$ cat config.mk
export PLATFORM = sky130hd
export DESIGN_NAME = pptb_scale
export DESIGN_NICKNAME = d
export VERILOG_FILES = /design/src/sv/pptb_pkg.sv /design/src/sv/pptb_scale.sv
export SDC_FILE = /design/constraint.sdc
export NUM_CORES = 1
export LEC_CHECK = 0
export BUFFER_PORTS_ARGS = -buffer_cell sky130_fd_sc_hd__buf_2
export CAP_MARGIN = 10
export CELL_PAD_IN_SITES_DETAIL_PLACEMENT = 0
export CELL_PAD_IN_SITES_GLOBAL_PLACEMENT = 1
export CORE_ASPECT_RATIO = 1.75
export CORE_UTILIZATION = 44
export DETAILED_ROUTE_END_ITERATION = 10
export GPL_TIMING_DRIVEN = 1
export PLACE_DENSITY_LB_ADDON = 0.3
export SLEW_MARGIN = 15
export SYNTH_ARGS = -nofsm -noshare
export SYNTH_HDL_FRONTEND = slang
export SYNTH_SLANG_ARGS = --single-unit
$ cat constraint.sdc
create_clock -name i_clk -period 8.4 [get_ports i_clk]
set_input_delay 1.68 -clock i_clk [delete_from_list [all_inputs] [get_ports i_clk]]
set_output_delay 1.68 -clock i_clk [all_outputs]
set_load 0.01 [all_outputs]
$ cat src/sv/pptb_pkg.sv
// Shared types and constants for the light-pen pixel to board coordinate mapper.
`timescale 1ns / 1ps
package pptb_pkg;

    localparam int COORD_W   = 10;
    localparam int COLOR_W   = 8;
    localparam int NUM_REGS  = 8;
    localparam int CFG_IDX_W = 3;

    localparam logic [COLOR_W-1:0] PEN_RED_MIN = 8'd200;

    typedef enum logic [CFG_IDX_W-1:0] {
        CFG_TOP_LEFT_X     = 3'd0,
        CFG_TOP_LEFT_Y     = 3'd1,
        CFG_TOP_RIGHT_X    = 3'd2,
        CFG_TOP_RIGHT_Y    = 3'd3,
        CFG_BOTTOM_RIGHT_X = 3'd4,
        CFG_BOTTOM_RIGHT_Y = 3'd5,
        CFG_BOTTOM_LEFT_X  = 3'd6,
        CFG_BOTTOM_LEFT_Y  = 3'd7
    } t_cfg_idx;

    // Corner numbering: register of corner c is x at 2c, y at 2c+1.
    localparam int CORNER_TL = 0;
    localparam int CORNER_TR = 1;
    localparam int CORNER_BR = 2;
    localparam int CORNER_BL = 3;

    localparam logic [COORD_W-1:0] CFG_RESET [NUM_REGS] = '{
        10'd0, 10'd0, 10'd639, 10'd0, 10'd639, 10'd479, 10'd0, 10'd479
    };

    typedef struct packed {
        logic [COORD_W-1:0] cam_col;
        logic [COORD_W-1:0] cam_row;
        logic [COLOR_W-1:0] red;
        logic [COLOR_W-1:0] green;
        logic [COLOR_W-1:0] blue;
    } t_pix_in;

    typedef struct packed {
        logic [COORD_W-1:0] board_col;
        logic [COORD_W-1:0] board_row;
    } t_board_out;

endpackage

$ cat src/sv/pptb_scale.sv
// Output stage: scales the two fractions to board column and row.
`timescale 1ns / 1ps
module pptb_scale #(
    parameter int BOARD_WIDTH  = 800,
    parameter int BOARD_HEIGHT = 600,
    parameter int STEPS        = 10
) (
    input  logic                     i_clk,
    input  logic                     i_rst_n,
    input  logic                     i_valid,
    input  logic [STEPS-1:0]         i_kx,
    input  logic [STEPS-1:0]         i_ky,
    output logic                     o_strobe,
    output pptb_pkg::t_board_out     o_result
);
    import pptb_pkg::*;

    localparam int DW  = 14;
    localparam int PXW = DW + STEPS;
    localparam int PYW = DW + STEPS + 1;

    logic [PXW-1:0]   w_col_prod;
    logic [STEPS:0]   w_ky_inv;
    logic [PYW-1:0]   w_row_prod;
    logic [DW:0]      w_row_full;
    logic [DW:0]      w_row_clamp;

    always_comb begin
        w_col_prod = PXW'(BOARD_WIDTH) * PXW'(i_kx);
        w_ky_inv   = ((STEPS+1)'(1) << STEPS) - {1'b0, i_ky};
        w_row_prod = PYW'(BOARD_HEIGHT) * PYW'(w_ky_inv);
        w_row_full = w_row_prod[PYW-1:STEPS];
        // A fraction of zero lands one past the last row: pull it back.
        if (w_row_full > (DW+1)'(BOARD_HEIGHT - 1)) begin
            w_row_clamp = (DW+1)'(BOARD_HEIGHT - 1);
        end else begin
            w_row_clamp = w_row_full;
        end
    end

    always_ff @(posedge i_clk) begin
        if (!i_rst_n) begin
            o_strobe <= 1'b0;
        end else begin
            o_strobe <= i_valid;
        end
    end

    always_ff @(posedge i_clk) begin
        o_result.board_col <= w_col_prod[STEPS+COORD_W-1:STEPS];
        o_result.board_row <= w_row_clamp[COORD_W-1:0];
    end

endmodule

==> run_summary.xml, run 1 <==
<?xml version="1.0" encoding="UTF-8"?>
<metrics>
  <group name="logic_synthesis">
    <metric name="synth_xor_xnor_area_share" unit="">0.0765</metric>
    <metric name="area_share_of_and_or_nand_nor_cells_after_synthesis" unit="">0.118</metric>
    <metric name="ys_dominant_reg_cell" unit="">dfxtp_1</metric>
    <metric name="synth.area.mux_share" unit="">0</metric>
    <metric name="synth.net_count" unit="">431</metric>
    <metric name="dominant_combinational_cell_family_by_area_after_synthesis" unit="">adder cells</metric>
    <metric name="seq_area_frac_synth" unit="">0.147</metric>
    <metric name="synth_warnings" unit="">0</metric>
    <metric name="syn-mean-instance-area" unit="µm²">9.09</metric>
    <metric name="compound_cell_area_share_of_the_yosys_netlist" unit="">0.112</metric>
    <metric name="synth.lib_cells_used.distinct" unit="">48</metric>
    <metric name="postSynthRegisterBits" unit="">21</metric>
    <metric name="async_reset_ff_frac" unit="">0</metric>
    <metric name="synth-edff-count" unit="">0</metric>
    <metric name="netlist_area" unit="mm²">0.00286</metric>
    <metric name="synthCells" unit="">315</metric>
    <metric name="synth_fa_ha_area_frac" unit="">0.459</metric>
  </group>
  <group name="place">
    <metric name="postPlaceCellArea" unit="mm²">0.00317</metric>
    <metric name="place.detailed.instances" unit="">437</metric>
    <metric name="io_buffer_count" unit="">43</metric>
    <metric name="hpwlAfterDp" unit="mm">4.61</metric>
    <metric name="gp_congestion" unit="">0.795</metric>
  </group>
  <group name="detailed_routing">
    <metric name="via_count" unit="">2188</metric>
    <metric name="post-route-drc-count" unit="">0</metric>
    <metric name="firstDrtPassIters" unit="">4</metric>
    <metric name="postRouteAntennaNets" unit="">0</metric>
    <metric name="wl" unit="mm">5.12</metric>
    <metric name="drt-vias-per-instance" unit="">4.96</metric>
    <metric name="route.detailed.wl_per_inst" unit="µm">11.6</metric>
    <metric name="first_iter_violations" unit="">56</metric>
  </group>
  <group name="sta">
    <metric name="totalNegativeSetupSlack" unit="ns">0</metric>
    <metric name="worstMarginPinSlew" unit="ns">0.676</metric>
    <metric name="hold_viol" unit="">0</metric>
    <metric name="fmaxAchievable" unit="MHz">139</metric>
    <metric name="timing.final.crit_period" unit="ns">7.18</metric>
    <metric name="finalSetupViolCount" unit="">0</metric>
    <metric name="period_share" unit="">0.855</metric>
    <metric name="max-slew-margin-rel" unit="">0.546</metric>
    <metric name="rsz_0062_raised_after_global_routing" unit="">no</metric>
    <metric name="report.final.slew_viol_count" unit="">0</metric>
  </group>
  <group name="finish">
    <metric name="design_area" unit="mm²">0.00322</metric>
    <metric name="finalNonFillerCells" unit="">441</metric>
    <metric name="fillers" unit="">612</metric>
    <metric name="mostFrequentLayoutCells" unit="">ha_1, inv_1, buf_2</metric>
    <metric name="final_layout_size_suffix_gt1_frac" unit="">0.155</metric>
    <metric name="final_nets" unit="">478</metric>
    <metric name="layout-area-overhead-vs-synth" unit="%">12.4</metric>
    <metric name="antenna_cells_inserted" unit="">0</metric>
    <metric name="layout_commonest_cell" unit="">ha_1</metric>
  </group>
  <group name="die">
    <metric name="die_footprint" unit="mm²">0.00685</metric>
    <metric name="die_h" unit="µm">109</metric>
    <metric name="core_area" unit="mm²">0.00623</metric>
    <metric name="floorplan.initialDensity" unit="">0.460</metric>
    <metric name="fp-row-count" unit="">38</metric>
    <metric name="die_x" unit="µm">63.0</metric>
    <metric name="io_pins" unit="">44</metric>
  </group>
  <group name="clock_network">
    <metric name="cts.sinks" unit="">21</metric>
    <metric name="cts_buffers" unit="">3</metric>
    <metric name="cts.repair_timing.setup_buffer_count" unit="">0</metric>
    <metric name="h-tree-depth" unit="">1</metric>
    <metric name="ctsHoldBuffers" unit="">0</metric>
    <metric name="cts_tree" unit="">done</metric>
    <metric name="clk_root_buffer_cell" unit="">clkbuf_8</metric>
    <metric name="maximum_count_of_clock_buffers_along_a_single_path" unit="">2</metric>
    <metric name="cts.clk_slew.worst_paths" unit="ns">0.08</metric>
    <metric name="cts_repair_resize_count" unit="">0</metric>
  </group>
  <group name="power_and_ir_drop">
    <metric name="irDropWorstVdd" unit="µV">112</metric>
    <metric name="pwr_density_cell" unit="mW/mm²">221</metric>
    <metric name="p_leak" unit="nW">1.76</metric>
  </group>
  <group name="worst_setup_path">
    <metric name="path_max_fanout" unit="">5</metric>
    <metric name="setup_crit_end_kind" unit="">flop</metric>
    <metric name="cp.required" unit="ns">8.54</metric>
    <metric name="arrival" unit="ns">7.33</metric>
    <metric name="cp-start-kind" unit="">input port</metric>
    <metric name="timing_worst_setup_path_type" unit="">input port to flop</metric>
  </group>
  <group name="run_status">
    <metric name="outcome" unit="">finished clean</metric>
  </group>
  <group name="min_path">
    <metric name="holdCritPathClass" unit="">input port to flop</metric>
  </group>
  <group name="grt">
    <metric name="grt_pass1_vias" unit="">2180</metric>
    <metric name="antenna_found_initial" unit="">0</metric>
    <metric name="grtUsageTotal" unit="">0.162</metric>
    <metric name="maximum_number_of_pins_on_one_net_before_global_route_repair" unit="">13</metric>
    <metric name="grt_first_pass_wirelength" unit="mm">8.88</metric>
    <metric name="grt_overflow" unit="">0</metric>
  </group>
  <group name="flow_run">
    <metric name="timing.max_cap.violations" unit="">0</metric>
  </group>
</metrics>
==> per-layer routing <==
layer,track usage,part of all wire
met5,0,0
met4,0.0615,0.016
met3,0.0178,0.019
met2,0.325,0.55
met1,0.167,0.41
==> Yosys cell counts (2+ instances only) <==
cell	instances	area share
xor2_1	10	0.031
nor4_1	2	0.0044
and3_1	2	0.0044
a211o_1	3	0.0092
dfxtp_1	21	0.15
nor3_1	11	0.019
and2_1	3	0.0066
maj3_1	2	0.0070
xnor2_1	15	0.046
nor2_1	18	0.024
ha_1	77	0.34
or3_1	9	0.020
a21oi_1	10	0.017
o21a_1	3	0.0079
a21o_1	4	0.010
o22ai_1	2	0.0044
a211oi_1	3	0.0079
a31oi_1	2	0.0044
inv_1	65	0.085
fa_1	16	0.11
nand2_1	4	0.0052
o21bai_1	3	0.0079
o21ai_0	4	0.0070
nand3_1	2	0.0035
==> metrics by stage <==
| stage | power, mW | hold slack (ns) | setup WS (ns) | utilization |
|---|---|---|---|---|
| after global routing | 0.802 | 1.61 | 0.851 | 0.516 |
| after CTS | 0.725 | 1.60 | 1.19 | 0.516 |
| final | 0.712 | 1.61 | 1.22 | 0.516 |
| after floorplan | 0.528 | 1.80 | 1.48 | - |
| after global placement | 0.646 | 1.89 | 1.02 | 0.509 |
| after detailed placement | 0.652 | 1.89 | 0.925 | 0.509 |
==> worst max-delay path, cell delays in order <==
cell and delay [ns]:
buf_2 0.12, nor4_1 0.34, nand2_1 0.11, or2_2 0.31, xor2_1 0.36, ha_1 0.31, ha_1 0.27, inv_1 0.05
fa_1 0.50, fa_1 0.40, inv_1 0.06, ha_1 0.29, o21a_1 0.23, o21ai_4 0.17, nor3_1 0.08, a311o_1 0.32
a211o_1 0.29, or4b_4 0.56, a21o_1 0.17, maj3_2 0.34, or3_1 0.35
==> power by group <==
group / internal, mW / switching (mW) / total (mW)
clock: 0.0330 / 0.0342 / 0.0672
sequential: 0.147 / 0.00821 / 0.155
combinational: 0.225 / 0.265 / 0.490
==> state kept, by name, indices dropped and copies added (netlist names) <==
name	flops
o_result	20
o_strobe	1
==> logic make-up after synthesis <==
logic type / after synthesis
fa+ha+maj: 96
buf+inv: 66
simple gates: 62
compound gates: 45
xor+xnor: 25
flops: 21
==> layout make-up <==
cell class,instances,area (µm²),area share
Clock buffer,3,41.3,0.0128
Inverter,65,244,0.0758
Sequential cell,21,420,0.131
Multi-Input combinational cell,228,2190,0.681
Timing Repair Buffer,43,215,0.0669
Tap cell,80,100,0.0311
Clock inverter,1,5.00,0.00156
==> worst paths after layout <==
| check | from | to | slack, ns | depth (start not counted) |
|---|---|---|---|---|
| setup / recovery | i_ky[5] | o_result[2]$_SDFF_PN1_ | 1.22 | 21 |
| hold / removal | i_valid | o_strobe$_SDFF_PN0_ | 1.61 | 2 |
(Power assumes the default switching activity.)
==> inputs of run 2 (changes only) <==
ABC_AREA = 1   (was unset)
CORE_UTILIZATION = 40   (was 44)
==> run_summary.xml, run 2 <==
<?xml version="1.0" encoding="UTF-8"?>
<metrics>
  <group name="sta">
    <metric name="totalNegativeSetupSlack" unit="ns">0</metric>
    <metric name="worstMarginPinSlew" unit="ns">0.461</metric>
    <metric name="rsz_0062_raised_after_global_routing" unit="">no</metric>
    <metric name="final.setup.worst_slack" unit="ns">2.09</metric>
    <metric name="finalSetupViolCount" unit="">0</metric>
    <metric name="max-slew-margin-rel" unit="">0.690</metric>
    <metric name="timing.final.crit_period" unit="ns">6.31</metric>
    <metric name="hold_viol" unit="">0</metric>
    <metric name="period_share" unit="">0.751</metric>
    <metric name="fmaxAchievable" unit="MHz">159</metric>
    <metric name="whs" unit="ns">1.61</metric>
    <metric name="report.final.slew_viol_count" unit="">0</metric>
  </group>
  <group name="finish">
    <metric name="final_nets" unit="">610</metric>
    <metric name="final_layout_size_suffix_gt1_frac" unit="">0.132</metric>
    <metric name="layout_commonest_cell" unit="">inv_1</metric>
    <metric name="largest_register" unit="">o_result</metric>
    <metric name="biggestRegsByFlops" unit="">o_result: 20 flops, o_strobe: 1 flops</metric>
    <metric name="mostFrequentLayoutCells" unit="">inv_1, nand2_1, ha_1</metric>
    <metric name="antenna_cells_inserted" unit="">0</metric>
    <metric name="finalNonFillerCells" unit="">583</metric>
    <metric name="largest_register_ffs" unit="">20</metric>
    <metric name="layout-area-overhead-vs-synth" unit="%">12.7</metric>
  </group>
  <group name="flow_run">
    <metric name="timing.max_cap.violations" unit="">0</metric>
  </group>
  <group name="logic_synthesis">
    <metric name="yosys.area.top_type" unit="">ha_1</metric>
    <metric name="ys_top_cells_by_area" unit="">ha_1, dfxtp_1, inv_1</metric>
    <metric name="seq_area_frac_synth" unit="">0.131</metric>
    <metric name="synthDominantCellAreaShare" unit="">0.299</metric>
    <metric name="async_reset_ff_frac" unit="">0</metric>
    <metric name="netlist_area" unit="mm²">0.00322</metric>
    <metric name="yosys-top-cells-count" unit="">inv_1, nand2_1, ha_1, nor2_1</metric>
    <metric name="syn-mean-instance-area" unit="µm²">7.22</metric>
    <metric name="postSynthRegisterBits" unit="">21</metric>
    <metric name="synth_warnings" unit="">0</metric>
    <metric name="synth-edff-count" unit="">0</metric>
    <metric name="synth.net_count" unit="">562</metric>
    <metric name="synthCells" unit="">446</metric>
    <metric name="synth.lib_cells_used.distinct" unit="">26</metric>
    <metric name="ys_dominant_reg_cell" unit="">dfxtp_1</metric>
    <metric name="yosys.cell_count.top_type" unit="">inv_1</metric>
  </group>
  <group name="die">
    <metric name="die_footprint" unit="mm²">0.00843</metric>
    <metric name="floorplan.initialDensity" unit="">0.410</metric>
    <metric name="die_x" unit="µm">69.8</metric>
    <metric name="die_h" unit="µm">121</metric>
    <metric name="fp-row-count" unit="">43</metric>
    <metric name="core_area" unit="mm²">0.00786</metric>
    <metric name="io_pins" unit="">44</metric>
  </group>
  <group name="place">
    <metric name="hpwlAfterDp" unit="mm">6.23</metric>
    <metric name="gp_congestion" unit="">0.868</metric>
    <metric name="place.detailed.instances" unit="">579</metric>
    <metric name="io_buffer_count" unit="">43</metric>
    <metric name="pre_cts_slack" unit="ns">1.78</metric>
  </group>
  <group name="worst_setup_path">
    <metric name="slowest_delay" unit="ns">0.54</metric>
    <metric name="setup_crit_end_kind" unit="">flop</metric>
    <metric name="cp.required" unit="ns">8.59</metric>
    <metric name="arrival" unit="ns">6.50</metric>
    <metric name="path_max_fanout" unit="">6</metric>
    <metric name="critPathSlowestCell" unit="">fa_1</metric>
    <metric name="cp-start-kind" unit="">input port</metric>
    <metric name="timing_worst_setup_path_type" unit="">input port to flop</metric>
  </group>
  <group name="grt">
    <metric name="grt_first_pass_wirelength" unit="mm">11.4</metric>
    <metric name="grtUsageTotal" unit="">0.167</metric>
    <metric name="grt_pass1_vias" unit="">2750</metric>
    <metric name="grt_overflow" unit="">0</metric>
    <metric name="maximum_number_of_pins_on_one_net_before_global_route_repair" unit="">13</metric>
    <metric name="antenna_found_initial" unit="">0</metric>
  </group>
  <group name="detailed_routing">
    <metric name="via_count" unit="">2811</metric>
    <metric name="firstDrtPassIters" unit="">4</metric>
    <metric name="met1_wire_length" unit="mm">2.38</metric>
    <metric name="post-route-drc-count" unit="">0</metric>
    <metric name="top_metal_used" unit="">met4</metric>
    <metric name="route.detailed.wl_per_inst" unit="µm">11.5</metric>
    <metric name="postRouteAntennaNets" unit="">0</metric>
    <metric name="met2_length" unit="mm">4.03</metric>
    <metric name="wl" unit="mm">6.71</metric>
    <metric name="dr_wl_met3" unit="µm">140</metric>
    <metric name="drt-vias-per-instance" unit="">4.82</metric>
    <metric name="first_iter_violations" unit="">65</metric>
  </group>
  <group name="clock_network">
    <metric name="cts_repair_resize_count" unit="">0</metric>
    <metric name="cts_buffers" unit="">3</metric>
    <metric name="cts.repair_timing.setup_buffer_count" unit="">0</metric>
    <metric name="cts.clk_slew.worst_paths" unit="ns">0.05</metric>
    <metric name="cts.sinks" unit="">21</metric>
    <metric name="maximum_count_of_clock_buffers_along_a_single_path" unit="">2</metric>
    <metric name="ctsHoldBuffers" unit="">0</metric>
    <metric name="clk_root_buffer_cell" unit="">clkbuf_16</metric>
    <metric name="cts_tree" unit="">done</metric>
    <metric name="h-tree-depth" unit="">1</metric>
  </group>
  <group name="min_path">
    <metric name="hold_depth" unit="">3</metric>
    <metric name="min-delay-start" unit="">i_valid</metric>
    <metric name="worst_hold_path.endpoint" unit="">o_strobe$_SDFF_PN0_</metric>
    <metric name="holdCritPathClass" unit="">input port to flop</metric>
  </group>
  <group name="power_and_ir_drop">
    <metric name="p_leak" unit="nW">2.24</metric>
    <metric name="irDropWorstVdd" unit="µV">104</metric>
    <metric name="pwr_density_cell" unit="mW/mm²">229</metric>
  </group>
  <group name="run_status">
    <metric name="outcome" unit="">finished clean</metric>
  </group>
</metrics>
run 2: cell count changes in the layout (fill, tap and decap cells not counted), moves of 6 or more:
| cell | before | now |
|---|---|---|
| a21oi_1 | 10 | 19 |
| inv_1 | 65 | 109 |
| nand2_1 | 4 | 99 |
| nand2_2 | 0 | 6 |
| nand3_1 | 2 | 21 |
| nor2_1 | 18 | 26 |
| nor3_1 | 11 | 2 |
| or3_1 | 9 | 0 |
| xnor2_1 | 15 | 6 |
run 2: cells by family after synthesis:
logic type      share of synthesized area
compound gates                     0.0521
simple gates                        0.233
fa+ha+maj                           0.399
flops                               0.131
buf+inv                             0.129
xor+xnor                           0.0567
run 2: worst max-delay path, delay by kind of cell:
| family | cells | cell delay, ns |
|---|---|---|
| fa+ha+maj | 6 | 2.20 |
| buf+inv | 6 | 0.42 |
| compound gates | 2 | 0.42 |
| simple gates | 16 | 1.77 |
run 2: worst max path at each step:
stage | slack [ns] | startpoint | endpoint
final | 2.09 | i_ky[0] | o_result[3]$_SDFF_PN0_
after detailed placement | 1.78 | i_ky[0] | o_result[3]$_SDFF_PN0_
after global placement | 1.88 | i_ky[1] | o_result[5]$_SDFF_PN0_
after CTS | 2.03 | i_ky[0] | o_result[5]$_SDFF_PN0_
after floorplan | 2.34 | i_ky[1] | o_result[5]$_SDFF_PN0_
after global routing | 1.58 | i_ky[1] | o_result[3]$_SDFF_PN0_
run 2: power by group:
group | switching, mW | internal (mW)
sequential | 0.00889 | 0.147
clock | 0.0335 | 0.0638
combinational | 0.355 | 0.223
run 2: cell type report:
type	instances	area [µm²]
Multi-Input combinational cell	314	2380
Sequential cell	21	420
Tap cell	90	113
Clock inverter	1	5.00
Fill cell	815	4230
Clock buffer	3	75.1
Inverter	111	417
Timing Repair Buffer	43	215
run 2: through the flow:
step                power, mW   util  cell area (µm²)
floorplan               0.581      -             3220
global placement        0.741  0.452             3550
detailed placement      0.746  0.452             3550
CTS                     0.847  0.462             3630
global route            0.928  0.462             3630
finish                  0.832  0.462             3630
run 2: metal layers:
metal  track usage  vias up
met3        0.0100       15
li1              -     1466
met2         0.368       55
met4        0.0638        0
met1         0.146     1275
met5             0        -
==> inputs of run 3 (changes only) <==
ABC_AREA = 0   (was 1)
clock period = 5.5 ns   (was 8.4 ns; I/O delays follow)
==> run_summary.xml, run 3 (same netlist as run 1, synthesis figures left out) <==
<?xml version="1.0" encoding="UTF-8"?>
<metrics>
  <group name="detailed_routing">
    <metric name="route.detailed.wl_per_inst" unit="µm">11.6</metric>
    <metric name="drt-vias-per-instance" unit="">4.96</metric>
    <metric name="via_count" unit="">2508</metric>
    <metric name="postRouteAntennaNets" unit="">0</metric>
    <metric name="first_iter_violations" unit="">32</metric>
    <metric name="post-route-drc-count" unit="">0</metric>
    <metric name="firstDrtPassIters" unit="">4</metric>
    <metric name="wl" unit="mm">5.87</metric>
  </group>
  <group name="die">
    <metric name="die_footprint" unit="mm²">0.00751</metric>
    <metric name="die_x" unit="µm">66.0</metric>
    <metric name="io_pins" unit="">44</metric>
    <metric name="core_area" unit="mm²">0.00691</metric>
    <metric name="fp-row-count" unit="">40</metric>
    <metric name="floorplan.initialDensity" unit="">0.414</metric>
    <metric name="die_h" unit="µm">114</metric>
  </group>
  <group name="grt">
    <metric name="maximum_number_of_pins_on_one_net_before_global_route_repair" unit="">12</metric>
    <metric name="grtUsageTotal" unit="">0.166</metric>
    <metric name="antenna_found_initial" unit="">0</metric>
    <metric name="grt_overflow" unit="">0</metric>
    <metric name="grt_first_pass_wirelength" unit="mm">10.0</metric>
    <metric name="grt_pass1_vias" unit="">2516</metric>
  </group>
  <group name="sta">
    <metric name="rsz_0062_raised_after_global_routing" unit="">yes</metric>
    <metric name="finalSetupViolCount" unit="">9</metric>
    <metric name="totalNegativeSetupSlack" unit="ns">-2.77</metric>
    <metric name="report.final.slew_viol_count" unit="">0</metric>
    <metric name="period_share" unit="">1.09</metric>
    <metric name="hold_viol" unit="">0</metric>
    <metric name="final.setup.worst_slack" unit="ns">-0.508</metric>
    <metric name="fmaxAchievable" unit="MHz">166</metric>
    <metric name="timing.final.crit_period" unit="ns">6.01</metric>
    <metric name="worstMarginPinSlew" unit="ns">0.469</metric>
    <metric name="max-slew-margin-rel" unit="">0.687</metric>
  </group>
  <group name="clock_network">
    <metric name="cts.clk_slew.worst_paths" unit="ns">0.06</metric>
    <metric name="cts.sinks" unit="">21</metric>
    <metric name="clk_root_buffer_cell" unit="">clkbuf_16</metric>
    <metric name="h-tree-depth" unit="">1</metric>
    <metric name="cts_tree" unit="">done</metric>
    <metric name="maximum_count_of_clock_buffers_along_a_single_path" unit="">2</metric>
    <metric name="cts_buffers" unit="">3</metric>
  </group>
  <group name="worst_setup_path">
    <metric name="setup_crit_end_kind" unit="">flop</metric>
    <metric name="cp.required" unit="ns">5.63</metric>
    <metric name="cp-start-kind" unit="">input port</metric>
    <metric name="timing_worst_setup_path_type" unit="">input port to flop</metric>
    <metric name="critPathSlowestCell" unit="">fa_1</metric>
    <metric name="cp_cell_sequence" unit="">buf_8 &gt; nor4_4 &gt; nand2_1 &gt; or3_4 &gt; xor2_4 &gt; ha_4 &gt; ha_4 &gt; fa_1 &gt; inv_1 &gt; fa_1 &gt; inv_2 &gt; ha_4 &gt; a211oi_2 &gt; nor2_4 &gt; a21o_2 &gt; a211o_1 &gt; or4b_4 &gt; a21o_1 &gt; maj3_2 &gt; or3_1</metric>
    <metric name="slowest_delay" unit="ns">0.53</metric>
    <metric name="crit_buf_inv" unit="">3</metric>
    <metric name="path_max_fanout" unit="">5</metric>
    <metric name="arrival" unit="ns">6.14</metric>
    <metric name="crit_family" unit="">adder cells</metric>
    <metric name="critPathMostFrequentCell" unit="">ha_4</metric>
  </group>
  <group name="min_path">
    <metric name="min-delay-start" unit="">i_valid</metric>
    <metric name="worst_hold_path.endpoint" unit="">o_strobe$_SDFF_PN0_</metric>
    <metric name="hold_depth" unit="">2</metric>
    <metric name="holdCritPathClass" unit="">input port to flop</metric>
  </group>
  <group name="place">
    <metric name="io_buffer_count" unit="">43</metric>
    <metric name="hpwlAfterDp" unit="mm">5.21</metric>
    <metric name="gp_congestion" unit="">0.805</metric>
  </group>
  <group name="power_and_ir_drop">
    <metric name="share_seq_of_total_power" unit="">0.172</metric>
    <metric name="report.power.total" unit="mW">1.39</metric>
    <metric name="irDropWorstVdd" unit="µV">192</metric>
    <metric name="p_leak" unit="nW">2.09</metric>
    <metric name="switching_share" unit="">0.394</metric>
    <metric name="power.net_switching" unit="mW">0.548</metric>
    <metric name="power.combinational.fraction" unit="">0.718</metric>
    <metric name="pwr_density_cell" unit="mW/mm²">352</metric>
    <metric name="power.internal" unit="mW">0.841</metric>
    <metric name="power_frac_clock" unit="">0.110</metric>
  </group>
  <group name="finish">
    <metric name="total_area_of_multi_input_combinational_cells" unit="mm²">0.00240</metric>
    <metric name="final_nets" unit="">539</metric>
    <metric name="antenna_cells_inserted" unit="">0</metric>
    <metric name="layout_commonest_cell" unit="">ha_1</metric>
    <metric name="largest_register_ffs" unit="">20</metric>
    <metric name="fillers" unit="">631</metric>
    <metric name="final-seq-area" unit="µm²">420</metric>
    <metric name="biggestRegsByFlops" unit="">o_result: 20 flops, o_strobe: 1 flops</metric>
    <metric name="mostFrequentLayoutCells" unit="">ha_1, inv_1, buf_4</metric>
    <metric name="largest_register" unit="">o_result</metric>
    <metric name="layout-area-overhead-vs-synth" unit="%">37.7</metric>
    <metric name="final_layout_size_suffix_gt1_frac" unit="">0.344</metric>
  </group>
  <group name="flow_run">
    <metric name="timing.max_cap.violations" unit="">0</metric>
  </group>
  <group name="run_status">
    <metric name="failed_checks" unit="">negative setup slack</metric>
    <metric name="outcome" unit="">finished with violations</metric>
  </group>
</metrics>
[run 3: cell type report]
cell class	count	share of cell area
multi-input combinational	228	0.610
timing repair buffer	104	0.175
sequential	21	0.107
inverter	65	0.0619
tap	84	0.0267
clock buffer	4	0.0200
[run 3: per-layer routing]
| metal | part of all wire | up-vias | global-route usage |
|---|---|---|---|
| met2 | 0.58 | 37 | 0.338 |
| met3 | 0.025 | 10 | 0.0190 |
| met4 | 0.017 | 0 | 0.0369 |
| met5 | 0 | - | 0 |
| li1 | - | 1275 | - |
| met1 | 0.38 | 1186 | 0.171 |
[run 3: timing repair]
action,CTS,global route
endpoints found under the setup margin,10,10
resized for setup,12,7
setup buffers,1,3
hold buffers,0,0
pin swaps,14,4
endpoints found under the hold margin,0,0
[run 3: power by group through the flow]
stage          registers, mW  logic, mW  clock network, mW
6_report               0.239      0.997              0.153
5_1_grt                0.246       1.12              0.164
4_1_cts                0.240      0.967              0.156
3_5_place_dp           0.243      0.953                  0
3_3_place_gp           0.242      0.939                  0
2_1_floorplan          0.282      0.570                  0
[run 3: worst max-delay path by stage]
stage	to	cells past startpoint	slack (ns)	startpoint
after global placement	o_result[1]$_SDFF_PN1_	19	-0.76	i_ky[2]
final	o_result[1]$_SDFF_PN1_	20	-0.51	i_ky[2]
after detailed placement	o_result[2]$_SDFF_PN1_	19	-0.84	i_ky[2]
after CTS	o_result[1]$_SDFF_PN1_	21	-0.49	i_ky[2]
after global routing	o_result[1]$_SDFF_PN1_	20	-0.74	i_ky[2]
after floorplan	o_result[2]$_SDFF_PN1_	20	-0.50	i_ky[2]
[run 3: through the flow]
step | instance area, µm² | util | std cells | setup WS [ns] | hold WS (ns)
after global placement | 3710 | 0.538 | 498 | -0.757 | 1.31
after detailed placement | 3710 | 0.538 | 498 | -0.843 | 1.31
final | 3940 | 0.571 | 506 | -0.508 | 1.05
after global routing | 3940 | 0.571 | 506 | -0.736 | 1.05
after floorplan | 2970 | - | 315 | -0.496 | 1.22
after CTS | 3890 | 0.563 | 503 | -0.494 | 1.05
